$ cat config.mk
export PLATFORM = sky130hd
export DESIGN_NAME = differential_drive_mixer
export DESIGN_NICKNAME = d
export VERILOG_FILES = /design/src/ddm_pkg.sv /design/src/ddm_div.sv /design/src/differential_drive_mixer.sv
export SDC_FILE = /design/constraint.sdc
export NUM_CORES = 1
export LEC_CHECK = 0
export CELL_PAD_IN_SITES_DETAIL_PLACEMENT = 0
export CELL_PAD_IN_SITES_GLOBAL_PLACEMENT = 1
export CORE_UTILIZATION = 55
export CTS_BUF_LIST = sky130_fd_sc_hd__clkbuf_4 sky130_fd_sc_hd__clkbuf_8 sky130_fd_sc_hd__clkbuf_16
export CTS_CLUSTER_SIZE = 14
export DETAILED_ROUTE_END_ITERATION = 8
export DONT_BUFFER_PORTS = 1
export PLACE_DENSITY_LB_ADDON = 0.1
export SYNTH_ARGS = -nofsm -noshare
export SYNTH_HDL_FRONTEND = slang
export SYNTH_HIERARCHICAL = 1
export SYNTH_SLANG_ARGS = --single-unit
$ cat constraint.sdc
create_clock -name clk -period 13.7 [get_ports clk]
set_input_delay 0.685 -clock clk [delete_from_list [all_inputs] [get_ports clk]]
set_output_delay 0.685 -clock clk [all_outputs]
set_load 0.05 [all_outputs]
$ cat src/ddm_pkg.sv
// shared types and constants for the differential drive mixer
// no dependencies; imported by ddm_div, differential_drive_mixer and the testbench
package ddm_pkg;

	localparam int CMD_W     = 16;
	localparam int DRV_W     = 9;
	localparam int S_TDATA_W = 32;
	localparam int M_TDATA_W = 24;

	// data that rides alongside the quotient through the divider
	typedef struct packed {
		logic             byp;    // magnitude within limit, pass raw sums through
		logic             neg_l;
		logic             neg_r;
		logic [DRV_W-1:0] raw_l;
		logic [DRV_W-1:0] raw_r;
	} side_t;

endpackage

$ cat src/ddm_div.sv
// pipelined restoring divider, one quotient bit per stage, two lanes sharing a divisor
// depends on ddm_pkg
module ddm_div import ddm_pkg::*; #(
	parameter int LIMIT = 255
) (
	input  logic                                   clk,
	input  logic                                   arst_n,
	input  logic                                   in_valid,
	output logic                                   in_ready,
	input  logic [2*$clog2(LIMIT+1):0]             in_num_l,
	input  logic [2*$clog2(LIMIT+1):0]             in_num_r,
	input  logic [$clog2(LIMIT+1):0]               in_den,
	input  side_t                                  in_side,
	output logic                                   out_valid,
	input  logic                                   out_ready,
	output logic [$clog2(LIMIT+1)-1:0]             out_quo_l,
	output logic [$clog2(LIMIT+1)-1:0]             out_quo_r,
	output side_t                                  out_side
);

	localparam int QW = $clog2(LIMIT + 1);
	localparam int DW = QW + 1;
	localparam int NW = QW + DW;

	logic          vld_s  [1:QW];
	logic          rdy    [1:QW];
	logic [DW-1:0] rem_l_s[1:QW];
	logic [DW-1:0] rem_r_s[1:QW];
	logic [QW-1:0] lo_l_s [1:QW];
	logic [QW-1:0] lo_r_s [1:QW];
	logic [QW-1:0] q_l_s  [1:QW];
	logic [QW-1:0] q_r_s  [1:QW];
	logic [DW-1:0] den_s  [1:QW];
	side_t         side_s [1:QW];

	for (genvar k = 0; k < QW; k++) begin : g_step
		logic          cur_vld;
		logic [DW-1:0] cur_rem_l, cur_rem_r, cur_den;
		logic [QW-1:0] cur_lo_l, cur_lo_r, cur_q_l, cur_q_r;
		side_t         cur_side;
		logic [DW:0]   t_l, t_r;
		logic          ge_l, ge_r;

		if (k == 0) begin : g_in
			assign cur_vld   = in_valid;
			assign cur_rem_l = in_num_l[NW-1:QW];
			assign cur_rem_r = in_num_r[NW-1:QW];
			assign cur_lo_l  = in_num_l[QW-1:0];
			assign cur_lo_r  = in_num_r[QW-1:0];
			assign cur_q_l   = '0;
			assign cur_q_r   = '0;
			assign cur_den   = in_den;
			assign cur_side  = in_side;
		end else begin : g_mid
			assign cur_vld   = vld_s[k];
			assign cur_rem_l = rem_l_s[k];
			assign cur_rem_r = rem_r_s[k];
			assign cur_lo_l  = lo_l_s[k];
			assign cur_lo_r  = lo_r_s[k];
			assign cur_q_l   = q_l_s[k];
			assign cur_q_r   = q_r_s[k];
			assign cur_den   = den_s[k];
			assign cur_side  = side_s[k];
		end

		if (k == QW - 1) begin : g_rdy_last
			assign rdy[k+1] = !vld_s[k+1] || out_ready;
		end else begin : g_rdy_mid
			assign rdy[k+1] = !vld_s[k+1] || rdy[k+2];
		end

		// bring down the next numerator bit and try the subtract
		assign t_l  = {cur_rem_l, cur_lo_l[QW-1]};
		assign t_r  = {cur_rem_r, cur_lo_r[QW-1]};
		assign ge_l = t_l >= {1'b0, cur_den};
		assign ge_r = t_r >= {1'b0, cur_den};

		always_ff @(posedge clk or negedge arst_n) begin
			if (!arst_n) begin
				vld_s[k+1] <= 1'b0;
			end else if (rdy[k+1]) begin
				vld_s[k+1] <= cur_vld;
			end
		end

		always_ff @(posedge clk) begin
			if (cur_vld && rdy[k+1]) begin
				rem_l_s[k+1] <= ge_l ? DW'(t_l - {1'b0, cur_den}) : DW'(t_l);
				rem_r_s[k+1] <= ge_r ? DW'(t_r - {1'b0, cur_den}) : DW'(t_r);
				lo_l_s[k+1]  <= cur_lo_l << 1;
				lo_r_s[k+1]  <= cur_lo_r << 1;
				q_l_s[k+1]   <= QW'({cur_q_l, ge_l});
				q_r_s[k+1]   <= QW'({cur_q_r, ge_r});
				den_s[k+1]   <= cur_den;
				side_s[k+1]  <= cur_side;
			end
		end
	end

	assign in_ready  = rdy[1];
	assign out_valid = vld_s[QW];
	assign out_quo_l = q_l_s[QW];
	assign out_quo_r = q_r_s[QW];
	assign out_side  = side_s[QW];

	// a scaled result never leaves a remainder as large as the divisor
	a_rem_below_den: assert property (@(posedge clk) disable iff (!arst_n)
		(vld_s[QW] && !side_s[QW].byp) |->
			(rem_l_s[QW] < den_s[QW]) && (rem_r_s[QW] < den_s[QW]))
		else $error("divider remainder not below divisor");

	a_quo_in_limit: assert property (@(posedge clk) disable iff (!arst_n)
		(vld_s[QW] && !side_s[QW].byp) |->
			(q_l_s[QW] <= QW'(LIMIT)) && (q_r_s[QW] <= QW'(LIMIT)))
		else $error("scaled drive exceeds limit");

endmodule

$ cat src/differential_drive_mixer.sv
// differential drive mixer, pipelined from input transaction to output valid through
// clamp/mix, magnitude/max, constant multiply, one divider stage per quotient bit,
// then the output register. Stages stall independently so bubbles fill.
// throughput is one transaction per cycle when the output is not back-pressured.
// reset clears only the valid bits; no item state survives between transactions.
module differential_drive_mixer import ddm_pkg::*; #(
	parameter int OUTPUT_LIMIT = 255
) (
	input  logic                 clk,
	input  logic                 arst_n,
	input  logic                 s_tvalid,
	output logic                 s_tready,
	input  logic [S_TDATA_W-1:0] s_tdata,  // velocity_cmd[15:0], turn_cmd[31:16]
	output logic                 m_tvalid,
	input  logic                 m_tready,
	output logic [M_TDATA_W-1:0] m_tdata   // left_drive[8:0], right_drive[17:9], zeros
);

	localparam int LW = $clog2(OUTPUT_LIMIT + 1);
	localparam int SW = LW + 1;
	localparam int XW = SW + 1;
	localparam int NW = SW + LW;
	localparam logic signed [CMD_W-1:0] LIM_P = CMD_W'(OUTPUT_LIMIT);
	localparam logic signed [CMD_W-1:0] LIM_N = -LIM_P;
	localparam logic signed [DRV_W:0]   LIM_D = (DRV_W+1)'(OUTPUT_LIMIT);

	logic v_s1, v_s2, v_s3;
	logic rdy1, rdy2, rdy3;
	logic div_in_ready, div_out_valid, div_out_ready;

	// stage 1: clamp and mix
	logic signed [CMD_W-1:0] vel_in, trn_in, vel_c, trn_c;
	logic signed [CMD_W:0]   lsum, rsum;
	logic signed [XW-1:0]    left_s1, right_s1;

	assign vel_in = s_tdata[CMD_W-1:0];
	assign trn_in = s_tdata[2*CMD_W-1:CMD_W];
	assign vel_c  = (vel_in > LIM_P) ? LIM_P : ((vel_in < LIM_N) ? LIM_N : vel_in);
	assign trn_c  = (trn_in > LIM_P) ? LIM_P : ((trn_in < LIM_N) ? LIM_N : trn_in);
	assign lsum   = (CMD_W+1)'(vel_c) - (CMD_W+1)'(trn_c);
	assign rsum   = (CMD_W+1)'(vel_c) + (CMD_W+1)'(trn_c);

	// stage 2: magnitudes and their max
	logic signed [XW-1:0] abs_l, abs_r;
	logic [SW-1:0]        mag_l, mag_r, mag_max;
	logic [SW-1:0]        mag_l_s2, mag_r_s2, den_s2;
	side_t                side_s2;

	assign abs_l   = left_s1[XW-1] ? -left_s1 : left_s1;
	assign abs_r   = right_s1[XW-1] ? -right_s1 : right_s1;
	assign mag_l   = abs_l[SW-1:0];
	assign mag_r   = abs_r[SW-1:0];
	assign mag_max = (mag_l > mag_r) ? mag_l : mag_r;

	// stage 3: numerators scaled by the limit
	logic [NW-1:0] num_l_s3, num_r_s3;
	logic [SW-1:0] den_s3;
	side_t         side_s3;

	assign rdy1     = !v_s1 || rdy2;
	assign rdy2     = !v_s2 || rdy3;
	assign rdy3     = !v_s3 || div_in_ready;
	assign s_tready = rdy1;

	always_ff @(posedge clk or negedge arst_n) begin
		if (!arst_n) begin
			v_s1 <= 1'b0;
			v_s2 <= 1'b0;
			v_s3 <= 1'b0;
		end else begin
			if (rdy1) v_s1 <= s_tvalid;
			if (rdy2) v_s2 <= v_s1;
			if (rdy3) v_s3 <= v_s2;
		end
	end

	always_ff @(posedge clk) begin
		if (s_tvalid && rdy1) begin
			left_s1  <= lsum[XW-1:0];
			right_s1 <= rsum[XW-1:0];
		end
		if (v_s1 && rdy2) begin
			mag_l_s2      <= mag_l;
			mag_r_s2      <= mag_r;
			den_s2        <= mag_max;
			side_s2.byp   <= mag_max <= SW'(OUTPUT_LIMIT);
			side_s2.neg_l <= left_s1[XW-1];
			side_s2.neg_r <= right_s1[XW-1];
			side_s2.raw_l <= DRV_W'(left_s1);
			side_s2.raw_r <= DRV_W'(right_s1);
		end
		if (v_s2 && rdy3) begin
			num_l_s3 <= NW'(mag_l_s2) * NW'(OUTPUT_LIMIT);
			num_r_s3 <= NW'(mag_r_s2) * NW'(OUTPUT_LIMIT);
			den_s3   <= den_s2;
			side_s3  <= side_s2;
		end
	end

	logic [LW-1:0] quo_l, quo_r;
	side_t         side_d;

	ddm_div #(
		.LIMIT(OUTPUT_LIMIT)
	) u_div (
		.clk      (clk),
		.arst_n   (arst_n),
		.in_valid (v_s3),
		.in_ready (div_in_ready),
		.in_num_l (num_l_s3),
		.in_num_r (num_r_s3),
		.in_den   (den_s3),
		.in_side  (side_s3),
		.out_valid(div_out_valid),
		.out_ready(div_out_ready),
		.out_quo_l(quo_l),
		.out_quo_r(quo_r),
		.out_side (side_d)
	);

	// output register: sign back on, pick scaled or raw
	logic signed [LW:0]    qs_l, qs_r;
	logic [DRV_W-1:0]      drv_l, drv_r;
	logic                  m_tvalid_q;
	logic [DRV_W-1:0]      left_q, right_q;

	assign qs_l  = side_d.neg_l ? -$signed({1'b0, quo_l}) : $signed({1'b0, quo_l});
	assign qs_r  = side_d.neg_r ? -$signed({1'b0, quo_r}) : $signed({1'b0, quo_r});
	assign drv_l = side_d.byp ? side_d.raw_l : DRV_W'(qs_l);
	assign drv_r = side_d.byp ? side_d.raw_r : DRV_W'(qs_r);

	assign div_out_ready = !m_tvalid_q || m_tready;

	always_ff @(posedge clk or negedge arst_n) begin
		if (!arst_n) begin
			m_tvalid_q <= 1'b0;
		end else if (div_out_ready) begin
			m_tvalid_q <= div_out_valid;
		end
	end

	always_ff @(posedge clk) begin
		if (div_out_valid && div_out_ready) begin
			left_q  <= drv_l;
			right_q <= drv_r;
		end
	end

	assign m_tvalid = m_tvalid_q;
	assign m_tdata  = {(M_TDATA_W - 2*DRV_W)'(0), right_q, left_q};

	// input only backs up when every stage is full behind a blocked output
	a_stall_only_when_full: assert property (@(posedge clk) disable iff (!arst_n)
		!s_tready |-> (m_tvalid && !m_tready && v_s1 && v_s2 && v_s3))
		else $error("input stalled with room in the pipeline");

	a_drive_in_limit: assert property (@(posedge clk) disable iff (!arst_n)
		m_tvalid |-> (OUTPUT_LIMIT > 255) ||
			(($signed({left_q[DRV_W-1], left_q}) <= LIM_D) &&
			 ($signed({left_q[DRV_W-1], left_q}) >= -LIM_D) &&
			 ($signed({right_q[DRV_W-1], right_q}) <= LIM_D) &&
			 ($signed({right_q[DRV_W-1], right_q}) >= -LIM_D)))
		else $error("wheel target outside output limit");

endmodule

After elaboration in Yosys (flattened, before gate mapping)
Memories as Yosys holds them, arrays and structs flattened.
Cells that the tools add are included.
- bits in registers: 162
- memory bits (writable): 624
- memories: 8
- memory list (memory ; depth ; bits a word ; rd ports ; clocked after Yosys merged registers in ; wr ports ; RTL line ; source):
    u_div.side_s ; 8 ; 21 ; 8 ; 0 ; 8 ; ddm_div.sv:34 ; side_t side_s [1:QW];
    u_div.den_s ; 8 ; 9 ; 7 ; 0 ; 8 ; ddm_div.sv:33 ; logic [DW-1:0] den_s [1:QW];
    u_div.rem_l_s ; 8 ; 9 ; 7 ; 0 ; 8 ; ddm_div.sv:27 ; logic [DW-1:0] rem_l_s[1:QW];
    u_div.rem_r_s ; 8 ; 9 ; 7 ; 0 ; 8 ; ddm_div.sv:28 ; logic [DW-1:0] rem_r_s[1:QW];
    u_div.q_l_s ; 8 ; 8 ; 8 ; 0 ; 8 ; ddm_div.sv:31 ; logic [QW-1:0] q_l_s [1:QW];
    u_div.q_r_s ; 8 ; 8 ; 8 ; 0 ; 8 ; ddm_div.sv:32 ; logic [QW-1:0] q_r_s [1:QW];
    2 more memories ; - ; - ; - ; - ; - ; - ;
- add/subtract/negate cells: 22
- multiply operators: 2
- magnitude comparators: 22
- multiplexer cells: 43
- reduce and logical (&&, ||, !) cells: 36
- operator list (operator ; count):
    $mux 9 ; 23
    $ge 10x9->1 ; 16
    $sub 9x9->9 ; 16
    $mux 10 ; 4
    $mul 9x8->17 const B ; 2
    $gt 16x9->1 const B ; 2
    $lt 16x9->1 const B ; 2
    $neg 8->9 ; 2
    $neg 9->9 ; 2
    $mux 1 ; 16
    $logic_and 1x1->1 ; 12
    $logic_not 1->1 ; 12
    $logic_or 1x1->1 ; 12
    $add 10x10->10 ; 1
    $sub 10x10->10 ; 1
    $gt 9x9->1 ; 1
    $le 9x8->1 const B ; 1

Longest topological paths before layout
Gate-level depths: netlist (run 1).
- word-level depth: 14
- gate-level depth with buffers: 16
- gate-level depth less buffers: 16

By module
Netlist (run 1), hierarchy kept.
- modules (own cells, without submodules) (module ; instances ; cells each ; area an instance (um^2)):
    ddm_div ; 1 ; 1531 ; 22512.8
    differential_drive_mixer ; 1 ; 885 ; 10176.0

Worst setup path after synthesis (run 1)
Ideal clock, no wire load.
- path kind: input to register
- start: in m_tready
- end: reg u_div/den_s[0][63] (netlist name)
- library setup time: 0.584 ns
- data arrival time: 5.580 ns
- data required time: 13.116 ns
- slack: 7.536 ns
- stages: 3
- buffers on the path: 0
- cells stage by stage: nand2b_1 -> nor2b_1 -> a21boi_0
- RTL lines (element ; RTL line ; source):
    from (decl) ; differential_drive_mixer.sv:15 ; input logic m_tready,

Final worst setup path (run 1)
- start: reg mag_l_s2[3]
- end: reg num_l_s3[16], data pin
- longest elaborated chain between the ends: 1
- RTL lines (element ; RTL line ; source):
    from (decl) ; differential_drive_mixer.sv:46 ; logic [SW-1:0] mag_l_s2, mag_r_s2, den_s2;
    from (signal assigned) ; differential_drive_mixer.sv:83 ; mag_l_s2 <= mag_l;
    $mul 9x8->17 ; differential_drive_mixer.sv:93 ; num_l_s3 <= NW'(mag_l_s2) * NW'(OUTPUT_LIMIT);
    to (signal assigned) ; differential_drive_mixer.sv:93 ;
    to (decl) ; differential_drive_mixer.sv:56 ; logic [NW-1:0] num_l_s3, num_r_s3;
No other way between the ends.
A chain may end at the register's enable or synchronous reset.

==> results.md, run 1 <==
* Fin crit period at 5.018 ns
* Final ANT Viol Nets at 0
* Outcome: complete, no violations
* RSZ-0062 raised after global routing: no
* Kind of critical path: reg2reg
* Slowest CP cell: fa_1
* Worst Hold Class: in2reg
* Syn-to-layout area delta at 10.30%
* Sequence of cells on the critical path: inv_1, fa_1, inv_1, fa_1, fa_1, inv_1, fa_1, inv_1, ha_1, o21a_1, o21a_1, and3_1, a211oi_1, o31ai_1, a21oi_1, xnor2_1
* # rows at 88
* Vias at 18010
* Number of antenna diodes at 0
* Most common cell in the netlist: edfxtp_1
* Fraction of layout cells with a size suffix above 1 at 9.774%
* Routed WL at 59210 microns
* Hold Path Origin: s_tvalid
* Num CTS Buffers at 68
* CP Max Fanout at 4
* Fin crit share at 36.62%
* R2r worst-path depth at 16
* Max H-tree Level at 3
* Top layer in use: met4
* Mapped cell area at 32690 sq um
* Wirelength per Cell at 17.99 microns
* Reg2Reg Setup Slack at 8.68 ns
* Wl on met1 at 26410 microns
* Warnings, synthesis at 6
* Slew headroom at 31.53%
* Max-cap violations at 0
* Synth Flop Type: edfxtp_1
* Initial core utilization at 56.12%
* Synth top area share at 57.51%
* Synth cell count leaders: edfxtp_1 (626), inv_1 (300), ha_1 (245)
* Top cells by area, synth: edfxtp_1 (58%), ha_1 (9.4%), fa_1 (5.3%)
* EDFF count, synth at 626
* Initial antenna violation count at 0
* Clk_skew at 0.02907 ns
* Number of library cell types mapped by synthesis at 81
* CTS Root Cell: clkbuf_16
* Met3 wire len at 1708 microns
* Cell taking the most area after synthesis: edfxtp_1
* DIE AREA at 60410 sq um
* First-pass GRT wire length at 96370 microns
* Setup TNS at 0 ns
* R2R Path End: num_l_s3[16]
* Nets at 2840
* Max incr delay on CP at 0.61 ns
* Max Transition Viols Final at 0
* Clock tree from TritonCTS: built
* WL met2 at 29200 microns
* # port buffers at 0
* Tightest Pin Transition at 1.025 ns
* Total grt overflow at 0
* Hold Path Depth at 1
* Worst Path Required at 14.05 ns
* Crit. End Element: flop
* Gr usage total at 20.46%
* Synth Area per Inst at 13.53 sq um
* Seq/Total Area, Yosys at 58.42%
* Crit path DAT at 5.37 ns
* Die Height at 245.8 microns
* Synth Instances at 2416
* Top Ports at 62
* RR Startpoint: mag_l_s2[3]
* Final Setup Violations at 0
* Post-synth ARST share at 1.881%
* Max clock buf depth at 3
* DR iter-0 viols at 817
* Largest net degree at the start of global routing at 65
* Core Area at 58250 sq um
* Drt pass-1 iters at 5
* Vias in the first global route at 18390
* Worst Hold End: v_s1
* Synth Register Bits at 638
* Clock Latency Late Sink at 0.61 ns
* Resized cells post-CTS at 0
* Final hold viol count at 0
* Fmax at 199.3 MHz
* Die W at 245.8 microns
* Detail-routed via count per cell at 5.471
* GP Congestion at 0.8236
* Drt drc at 0
* CP Launch Type: flop
* Clock Sinks at 638
* Hold Slack at 0.2025 ns
* Worst-path clk slew at 0.06 ns
* Dpl hpwl at 45000 microns
## timing repair
action                                  in CTS  in global routing
hold endpoints to repair                    12                  0
hold buffers                                 1                  0
setup buffers                                0                  0
endpoints found under the setup margin       0                  0
## kinds of logic (layout without fill, tap and decap cells)
logic type      count (synthesis)  count (layout)  share of synthesized area, %
xor+xnor                      117             117                         3.158
buf+inv                       335             441                         3.973
simple gates                  423             423                         6.614
mux                           104             104                         3.590
flops                         638             638                         58.42
fa+ha+maj                     332             332                         14.68
other cells                     1               6                       0.01147
compound gates                466             466                         9.554
## worst max-delay path, delay by kind of cell, from the launching register on
| family | cells | cell delay (ns) |
|---|---|---|
| simple gates | 1 | 0.18 |
| fa+ha+maj | 5 | 2.51 |
| xor+xnor | 1 | 0.10 |
| flops | 1 | 0.44 |
| compound gates | 5 | 1.25 |
| buf+inv | 4 | 0.30 |
## flip-flops by register name, indices dropped and copies added, names as in the netlist, 16 cells and up
| register | count |
|---|---|
| u_div/q_r_s | 36 |
| u_div/lo_r_s | 28 |
| u_div/rem_l_s | 63 |
| u_div/den_s | 63 |
| side_s3 | 19 |
| u_div/rem_r_s | 63 |
| u_div/side_s | 168 |
| side_s2 | 19 |
| num_r_s3 | 17 |
| u_div/q_l_s | 36 |
| num_l_s3 | 16 |
| u_div/lo_l_s | 28 |
## cell type report
cell class,count,area (sq um)
fillers,4455,22190
flip-flops and latches,638,19100
multi-input cells,1448,12350
clock buffers,83,1838
inverters,308,1156
well taps,765,957.2
clock inverters,41,589.3
repair buffers,9,70.07
## layout by cell type (no fill, tap or decap), drive strengths merged, types with 8 or more instances in the layout
master  synthesis  final
nand3          51     51
xor2           31     31
o21a           41     41
nor2          107    107
or3             8      8
nor3           37     37
xnor2          86     86
mux2           82     82
fa             86     86
nand2b         24     24
o21ai          83     83
nor4            9      9
inv           308    310
mux2i          22     22
a21boi         34     34
nand4          20     20
o31ai          34     34
o21bai         12     12
a21o           39     39
edfxtp        626    626
buf            11      8
nand2          76     76
o211ai         18     18
dfrtp          12     12
a211o          12     12
ha            245    245
and3           13     13
a21oi         126    126
and2           15     15
nor2b          30     30
bufinv          0     10
clkbuf         16     83
clkinv          0     27
## metal layers
metal  global-route usage, %  up-vias
li1                        -     8941
met1                   26.27     8712
met2                   35.24      252
met3                   3.034      104
met4                   7.307        0
met5                       0        -
## worst max path at each step
stage               slack, ns  depth (start not counted)                 end        start
floorplan                7.54                          3  u_div/den_s[0][63]     m_tready
global placement         8.77                         16        num_l_s3[16]  mag_l_s2[3]
detailed placement       8.68                         16        num_l_s3[16]  mag_l_s2[3]
CTS                      8.68                         16        num_l_s3[16]  mag_l_s2[4]
global route             8.41                         16        num_l_s3[16]  mag_l_s2[3]
finish                   8.68                         16        num_l_s3[16]  mag_l_s2[3]
## through the flow
stage	instances	setup slack, ns	utilization (%)	area (sq um)
2_1_floorplan	2421	7.536	-	32710
3_3_place_gp	3167	8.765	57.72	33620
3_5_place_dp	3167	8.678	57.72	33620
4_1_cts	3292	8.676	61.90	36050
5_1_grt	3292	8.407	61.90	36050
6_report	3292	8.682	61.90	36050
Power of run 1 is not shown: default switching activity piles up to over one toggle a cycle in this logic, so the estimate is an artifact.
==> run 2: changes to the inputs <==
--- a/config.mk
+++ b/config.mk
@@ -5,9 +5,10 @@
 export SDC_FILE = /design/constraint.sdc
 export NUM_CORES = 1
 export LEC_CHECK = 0
+export ABC_AREA = 1
 export CELL_PAD_IN_SITES_DETAIL_PLACEMENT = 0
 export CELL_PAD_IN_SITES_GLOBAL_PLACEMENT = 1
-export CORE_UTILIZATION = 55
+export CORE_UTILIZATION = 47
 export CTS_BUF_LIST = sky130_fd_sc_hd__clkbuf_4 sky130_fd_sc_hd__clkbuf_8 sky130_fd_sc_hd__clkbuf_16
 export CTS_CLUSTER_SIZE = 14
 export DETAILED_ROUTE_END_ITERATION = 8
==> constraint.sdc (replaced) <==
create_clock -name clk -period 4.6 [get_ports clk]
set_input_delay 0.23 -clock clk [delete_from_list [all_inputs] [get_ports clk]]
set_output_delay 0.23 -clock clk [all_outputs]
set_load 0.05 [all_outputs]
==> results.md, run 2 <==
* Synth Instances at 3298 (was 2416)
* Max reg flops at 168 (unchanged)
* Max H-tree Level at 3 (unchanged)
* Max clock buf depth at 3 (unchanged)
* GP Congestion at 0.8887 (was 0.8236)
* DIE AREA at 74570 sq um (was 60410 sq um)
* Kind of critical path: reg2reg (unchanged)
* Clock Latency Late Sink at 0.60 ns (was 0.61 ns)
* Commonest non-fill, non-tap cell in the layout: nand2_1 (was edfxtp_1)
* RR Startpoint: mag_l_s2[0] (was mag_l_s2[3])
* EDFF count, synth at 626 (unchanged)
* R2r worst-path depth at 16 (unchanged)
* Nets at 3742 (was 2840)
* Top Ports at 62 (unchanged)
* Final hold viol count at 0 (unchanged)
* Compound-gate portion of the synthesized area at 3.054% (was 9.554%)
* Post-synth ARST share at 1.881% (unchanged)
* First-pass GRT wire length at 116100 microns (was 96370 microns)
* Clk_skew at 0.02478 ns (was 0.02907 ns)
* Routed WL at 72020 microns (was 59210 microns)
* Vias at 21770 (was 18010)
* Worst Path Required at 4.92 ns (was 14.05 ns)
* CP delay by family, top: adder cells (unchanged)
* Total grt overflow at 0 (unchanged)
* Number of antenna diodes at 0 (unchanged)
* DR iter-0 viols at 1324 (was 817)
* Most frequent cells in the layout: nand2_1 (860), edfxtp_1 (626), inv_1 (566) (was edfxtp_1 (626), inv_1 (300), ha_1 (245))
* Outcome: complete, no violations (unchanged)
* CP Max Fanout at 5 (was 4)
* Most flop-heavy register: u_div/side_s (unchanged)
* Cell taking the most area after synthesis: edfxtp_1 (unchanged)
* Reg2Reg Setup Slack at 0.26 ns (was 8.68 ns)
* Crit. End Element: flop (unchanged)
* Simple-Gate Fraction of Synth Area at 18.17% (was 6.614%)
* Fin crit share at 94.36% (was 36.62%)
* Final ANT Viol Nets at 0 (unchanged)
* Worst Hold End: left_s1[0] (was v_s1)
* Slowest CP cell: fa_1 (unchanged)
* Worst-path clk slew at 0.05 ns (was 0.06 ns)
* Hold Slack at 0.03938 ns (was 0.2025 ns)
* Detail-routed via count per cell at 4.966 (was 5.471)
* Synth Flop Type: edfxtp_1 (unchanged)
* Die W at 273.1 microns (was 245.8 microns)
* Wirelength per Cell at 16.43 microns (was 17.99 microns)
* Largest family of logic cells by synthesized area: simple AND/OR/NAND/NOR gates (was adder cells)
* Initial antenna violation count at 0 (unchanged)
* Multi-input gate area at 13110 sq um (was 12350 sq um)
* Top cells by area, synth: edfxtp_1 (54%), nand2_1 (9.3%), ha_1 (8.9%) (was edfxtp_1 (58%), ha_1 (9.4%), fa_1 (5.3%))
* Fraction of layout cells with a size suffix above 1 at 7.504% (was 9.774%)
* Most used cell, CP: fa_1
* Core Area at 72830 sq um (was 58250 sq um)
* Drt drc at 0 (unchanged)
* Num CTS Buffers at 71 (was 68)
* Fmax at 230.4 MHz (was 199.3 MHz)
* Vias in the first global route at 21630 (was 18390)
* Synth cell count leaders: nand2_1 (860), edfxtp_1 (626), inv_1 (573) (was edfxtp_1 (626), inv_1 (300), ha_1 (245))
* Dpl hpwl at 55860 microns (was 45000 microns)
* Largest net degree at the start of global routing at 65 (unchanged)
* R2R Path End: num_l_s3[13] (was num_l_s3[16])
* # port buffers at 0 (unchanged)
* Syn-to-layout area delta at 10.31% (was 10.30%)
* Fin crit period at 4.340 ns (was 5.018 ns)
* Hold Path Depth at 3 (was 1)
* Clock tree from TritonCTS: built (unchanged)
* Seq/Total Area, Yosys at 55.30% (was 58.42%)
* Final Setup Violations at 0 (unchanged)
* Layout Utilization at 52.31% (was 61.90%)
* Tightest Pin Transition at 1.058 ns (was 1.025 ns)
* CTS Root Cell: clkbuf_16 (unchanged)
* Most common cell in the netlist: nand2_1 (was edfxtp_1)
* Synth Area in Adders at 13.86% (was 14.68%)
* Register Area at 19100 sq um (unchanged)
* CP Launch Type: flop (unchanged)
* Number of library cell types mapped by synthesis at 45 (was 81)
* Xor/xnor cell area share of the yosys netlist at 2.634% (was 3.158%)
* Slew headroom at 29.30% (was 31.53%)
* # rows at 99 (was 88)
* Sequence of cells on the critical path: buf_4, fa_1, fa_1, fa_1, inv_1, fa_1, inv_1, ha_1, buf_4, nand2_1, inv_1, a21oi_1, o21ai_1, nand2_1, a21oi_1, xor2_1 (was inv_1, fa_1, inv_1, fa_1, fa_1, inv_1, fa_1, inv_1, ha_1, o21a_1, o21a_1, and3_1, a211oi_1, o31ai_1, a21oi_1, xnor2_1)
* Warnings, synthesis at 6 (unchanged)
* Fill count at 6462 (was 4455)
* Worst Hold Class: in2reg (unchanged)
* Synth Register Bits at 638 (unchanged)
* Mapped cell area at 34540 sq um (was 32690 sq um)
* Max Transition Viols Final at 0 (unchanged)
* Initial core utilization at 47.42% (was 56.12%)
* Post-synthesis mux area share at 0% (was 3.590%)
* Crit path DAT at 4.66 ns (was 5.37 ns)
* Die Height at 273.1 microns (was 245.8 microns)
* Max incr delay on CP at 0.55 ns (was 0.61 ns)
* Synth Area per Inst at 10.47 sq um (was 13.53 sq um)
* Critical path buffers and inverters at 5 (was 4)
* Max-cap violations at 0 (unchanged)
* Clock Sinks at 638 (unchanged)
* Drt pass-1 iters at 5 (unchanged)
* Synth top area share at 54.43% (was 57.51%)
* Gr usage total at 19.86% (was 20.46%)
* Hold Path Origin: s_tdata[16] (was s_tvalid)
==> run 2: cells by family (layout without fill, tap and decap cells) <==
family,after synthesis,in the layout
and+or+nand+nor,1415,1415
DFF,638,638
buffers and inverters,613,735
adders and majority gates,331,331
AOI/OAI and AO/OA,197,197
xor gates and xnor gates,103,103
other,1,6
==> run 2: layer usage <==
layer / vias up / wire [microns] / track usage, %
li1: 11050 / - / -
met1: 10290 / 33680 / 27.36
met2: 335 / 34360 / 33.20
met3: 90 / 2587 / 2.680
met4: 0 / 1395 / 4.881
met5: - / 0 / 0
==> run 2: layout make-up <==
cell class / count / share of cell area [%]
flip-flops and latches: 638 / 50.13
multi-input cells: 2052 / 34.41
inverters: 576 / 5.675
clock buffers: 84 / 4.966
well taps: 959 / 3.150
clock inverters: 39 / 0.9295
repair buffers: 36 / 0.7357
==> run 2: repair_timing <==
action	4_1_cts	5_1_grt
hold buffers	4	0
hold endpoints to repair	16	0
endpoints found under the setup margin	0	7
resized for setup	0	8
buffers inserted	0	10
==> run 2: how the worst max path moves through the flow <==
stage / slack (ns) / to / depth (start not counted) / startpoint
2_1_floorplan: 0.007 / u_div/den_s[0][36] / 5 / m_tvalid
3_3_place_gp: 0.16 / num_l_s3[16] / 17 / mag_l_s2[4]
3_5_place_dp: 0.10 / num_r_s3[16] / 19 / mag_r_s2[4]
4_1_cts: 0.08 / num_r_s3[16] / 19 / mag_r_s2[4]
5_1_grt: -0.01 / num_r_s3[16] / 17 / mag_l_s2[0]
6_report: 0.26 / num_l_s3[13] / 16 / mag_l_s2[0]
==> run 2: per-stage QoR <==
step                area (sq um)  setup slack (ns)  instances  setup TNS, ns
finish                     38100            0.2596       4384              0
global route               38100          -0.01245       4384       -0.01245
CTS                        38010           0.07918       4374              0
detailed placement         35720            0.1005       4247              0
global placement           35720            0.1580       4247              0
floorplan                  34560          0.007049       3303              0
==> run 2: tightest hold or removal path, stage by stage <==
cell and delay (ns):
nor2_1 0.02, nand2_1 0.10, ha_1 0.15
Power of run 2 is left out for the same reason.
==> run 3: changes to the inputs <==
--- a/config.mk
+++ b/config.mk
@@ -13,6 +13,7 @@
 export CTS_CLUSTER_SIZE = 14
 export DETAILED_ROUTE_END_ITERATION = 8
 export DONT_BUFFER_PORTS = 1
+export MAX_ROUTING_LAYER = met4
 export PLACE_DENSITY_LB_ADDON = 0.1
 export SYNTH_ARGS = -nofsm -noshare
 export SYNTH_HDL_FRONTEND = slang
==> constraint.sdc (replaced) <==
create_clock -name clk -period 4.6 [get_ports clk]
set_input_delay 0.92 -clock clk [delete_from_list [all_inputs] [get_ports clk]]
set_output_delay 0.92 -clock clk [all_outputs]
set_load 0.05 [all_outputs]
==> results.md, run 3 (same netlist as run 2, synthesis figures left out) <==
* Outcome: complete, no violations (unchanged)
* Most frequent cells in the layout: nand2_1 (860), edfxtp_1 (626), inv_1 (567) (was nand2_1 (860), edfxtp_1 (626), inv_1 (566))
* # rows at 99 (unchanged)
* Vias at 21710 (was 21770)
* Core Area at 72830 sq um (unchanged)
* Gr usage total at 20.82% (was 19.86%)
* Most flop-heavy register: u_div/side_s (unchanged)
* Max incr delay on CP at 0.57 ns (was 0.55 ns)
* Final hold viol count at 0 (unchanged)
* Max Transition Viols Final at 0 (unchanged)
* CP Capture Point: num_r_s3[13] (was num_l_s3[13])
* Clock Sinks at 638 (unchanged)
* RSZ-0062 raised after global routing: yes
* Routed WL at 72660 microns (was 72020 microns)
* Fin crit share at 94.95% (was 94.36%)
* Post-placement cell area at 35740 sq um (was 35720 sq um)
* Num CTS Buffers at 73 (was 71)
* CP Max Fanout at 5 (unchanged)
* CP Launch Type: flop (unchanged)
* Multi-input gate area at 13110 sq um (about the same)
* RR Startpoint: mag_r_s2[4] (was mag_l_s2[0])
* Max reg flops at 168 (unchanged)
* Slew headroom at 27.93% (was 29.30%)
* Initial core utilization at 47.42% (unchanged)
* Most used cell, CP: fa_1 (unchanged)
* Tightest Pin Transition at 1.079 ns (was 1.058 ns)
* Worst-path clk slew at 0.06 ns (was 0.05 ns)
* Clock tree from TritonCTS: built (unchanged)
* Stages on worst setup path at 13 (was 16)
* DR iter-0 viols at 1178 (was 1324)
* Commonest non-fill, non-tap cell in the layout: nand2_1 (unchanged)
* Drt drc at 0 (unchanged)
* Clk_skew at 0.03295 ns (was 0.02478 ns)
* Max H-tree Level at 3 (unchanged)
* Clock Latency Late Sink at 0.62 ns (was 0.60 ns)
* Register Area at 19100 sq um (unchanged)
* Nets at 3733 (was 3742)
* Largest net degree at the start of global routing at 65 (unchanged)
* Max-cap violations at 0 (unchanged)
* Worst Hold Class: reg2reg (was in2reg)
* Fmax at 229.0 MHz (was 230.4 MHz)
* Critical path buffers and inverters at 3 (was 5)
* Crit. End Element: flop (unchanged)
* First element of the critical path: mag_r_s2[4] (was mag_l_s2[0])
* DIE AREA at 74570 sq um (unchanged)
* Final Setup Violations at 0 (unchanged)
* Worst Path Required at 4.94 ns (was 4.92 ns)
* Vias in the first global route at 22180 (was 21630)
* Max clock buf depth at 3 (unchanged)
* Number of antenna diodes at 0 (unchanged)
* Drt pass-1 iters at 5 (unchanged)
* CP delay by family, top: adder cells (unchanged)
* # port buffers at 0 (unchanged)
* Reg2Reg Setup Slack at 0.23 ns (was 0.26 ns)
* Kind of critical path: reg2reg (unchanged)
* Sequence of cells on the critical path: buf_4, fa_1, fa_1, fa_1, inv_1, fa_1, inv_1, ha_1, a21oi_1, o21ai_0, a31oi_1, o21ai_0, xor2_1 (was buf_4, fa_1, fa_1, fa_1, inv_1, fa_1, inv_1, ha_1, buf_4, nand2_1, inv_1, a21oi_1, o21ai_1, nand2_1, a21oi_1, xor2_1)
* Initial antenna violation count at 0 (unchanged)
* Die W at 273.1 microns (unchanged)
* Slowest CP cell: fa_1 (unchanged)
* R2R Path End: num_r_s3[13] (was num_l_s3[13])
* Dpl hpwl at 56330 microns (was 55860 microns)
* Fill count at 6487 (was 6462)
* First-pass GRT wire length at 118100 microns (was 116100 microns)
* Total grt overflow at 0 (unchanged)
* CTS Root Cell: clkbuf_16 (unchanged)
* Syn-to-layout area delta at 11.06% (was 10.31%)
* Fraction of layout cells with a size suffix above 1 at 7.450% (was 7.504%)
* Final ANT Viol Nets at 0 (unchanged)
* Crit path DAT at 4.71 ns (was 4.66 ns)
* Fin crit period at 4.368 ns (was 4.340 ns)
* Top Ports at 62 (unchanged)
* Final Instance Area at 38360 sq um (was 38100 sq um)
* Wirelength per Cell at 16.58 microns (was 16.43 microns)
* Detail-routed via count per cell at 4.955 (was 4.966)
* GP Congestion at 0.8662 (was 0.8887)
* Die Height at 273.1 microns (unchanged)
* R2r worst-path depth at 13 (was 16)
[run 3: worst min-delay path by stage]
stage | endpoint | startpoint | cells past startpoint
floorplan | den_s3[1] | den_s2[1] | 0
global placement | u_div/side_s[0][147] | u_div/side_s[0][126] | 0
detailed placement | u_div/lo_l_s[0][13] | u_div/lo_l_s[0][6] | 0
CTS | u_div/lo_l_s[0][48] | u_div/lo_l_s[0][41] | 0
global route | u_div/lo_l_s[0][48] | u_div/lo_l_s[0][41] | 0
finish | u_div/lo_l_s[0][48] | u_div/lo_l_s[0][41] | 0
[run 3: layer usage]
layer,global-route usage [%],share of wire [%]
met1,26.07,45
met2,35.57,50
met3,2.706,2.6
met4,5.440,2.3
met5,-,0
[run 3: final cells by class]
type                       instances  share of cell area, %
timing repair buffer              25                 0.5285
clock inverter                    50                  1.804
tap                              959                  3.128
clock buffer                      82                  4.939
inverter                         576                  5.637
sequential                       638                  49.79
multi-input combinational       2052                  34.17
[run 3: repair_timing]
item                                    in CTS  in global routing
buffers inserted                             0                  1
endpoints found under the setup margin       0                  5
hold buffers                                 1                  0
endpoints found under the hold margin       12                  0
gates resized for setup                      0                  5
[run 3: worst register-to-register path, stage by stage, from the launching register on]
cell and delay [ns]:
edfxtp_1 0.40, buf_4 0.17, fa_1 0.57, fa_1 0.55, fa_1 0.54, inv_1 0.05
fa_1 0.52, inv_1 0.04, ha_1 0.35, a21oi_1 0.19, o21ai_0 0.14, a31oi_1 0.25
o21ai_0 0.15, xor2_1 0.16
[run 3: per-stage QoR]
| stage | std cells | setup TNS, ns | setup slack (ns) | hold WS, ns | utilization, % |
|---|---|---|---|---|---|
| 2_1_floorplan | 3303 | -0.6444 | -0.01007 | 0.4003 | - |
| 3_3_place_gp | 4248 | 0 | 0.1707 | 0.4004 | 49.08 |
| 3_5_place_dp | 4248 | 0 | 0.1764 | 0.4045 | 49.08 |
| 4_1_cts | 4381 | 0 | 0.1332 | 0.3783 | 52.64 |
| 5_1_grt | 4382 | -0.04901 | -0.04901 | 0.3923 | 52.66 |
| 6_report | 4382 | 0 | 0.2324 | 0.3865 | 52.66 |
Power of run 3 is left out for the same reason.
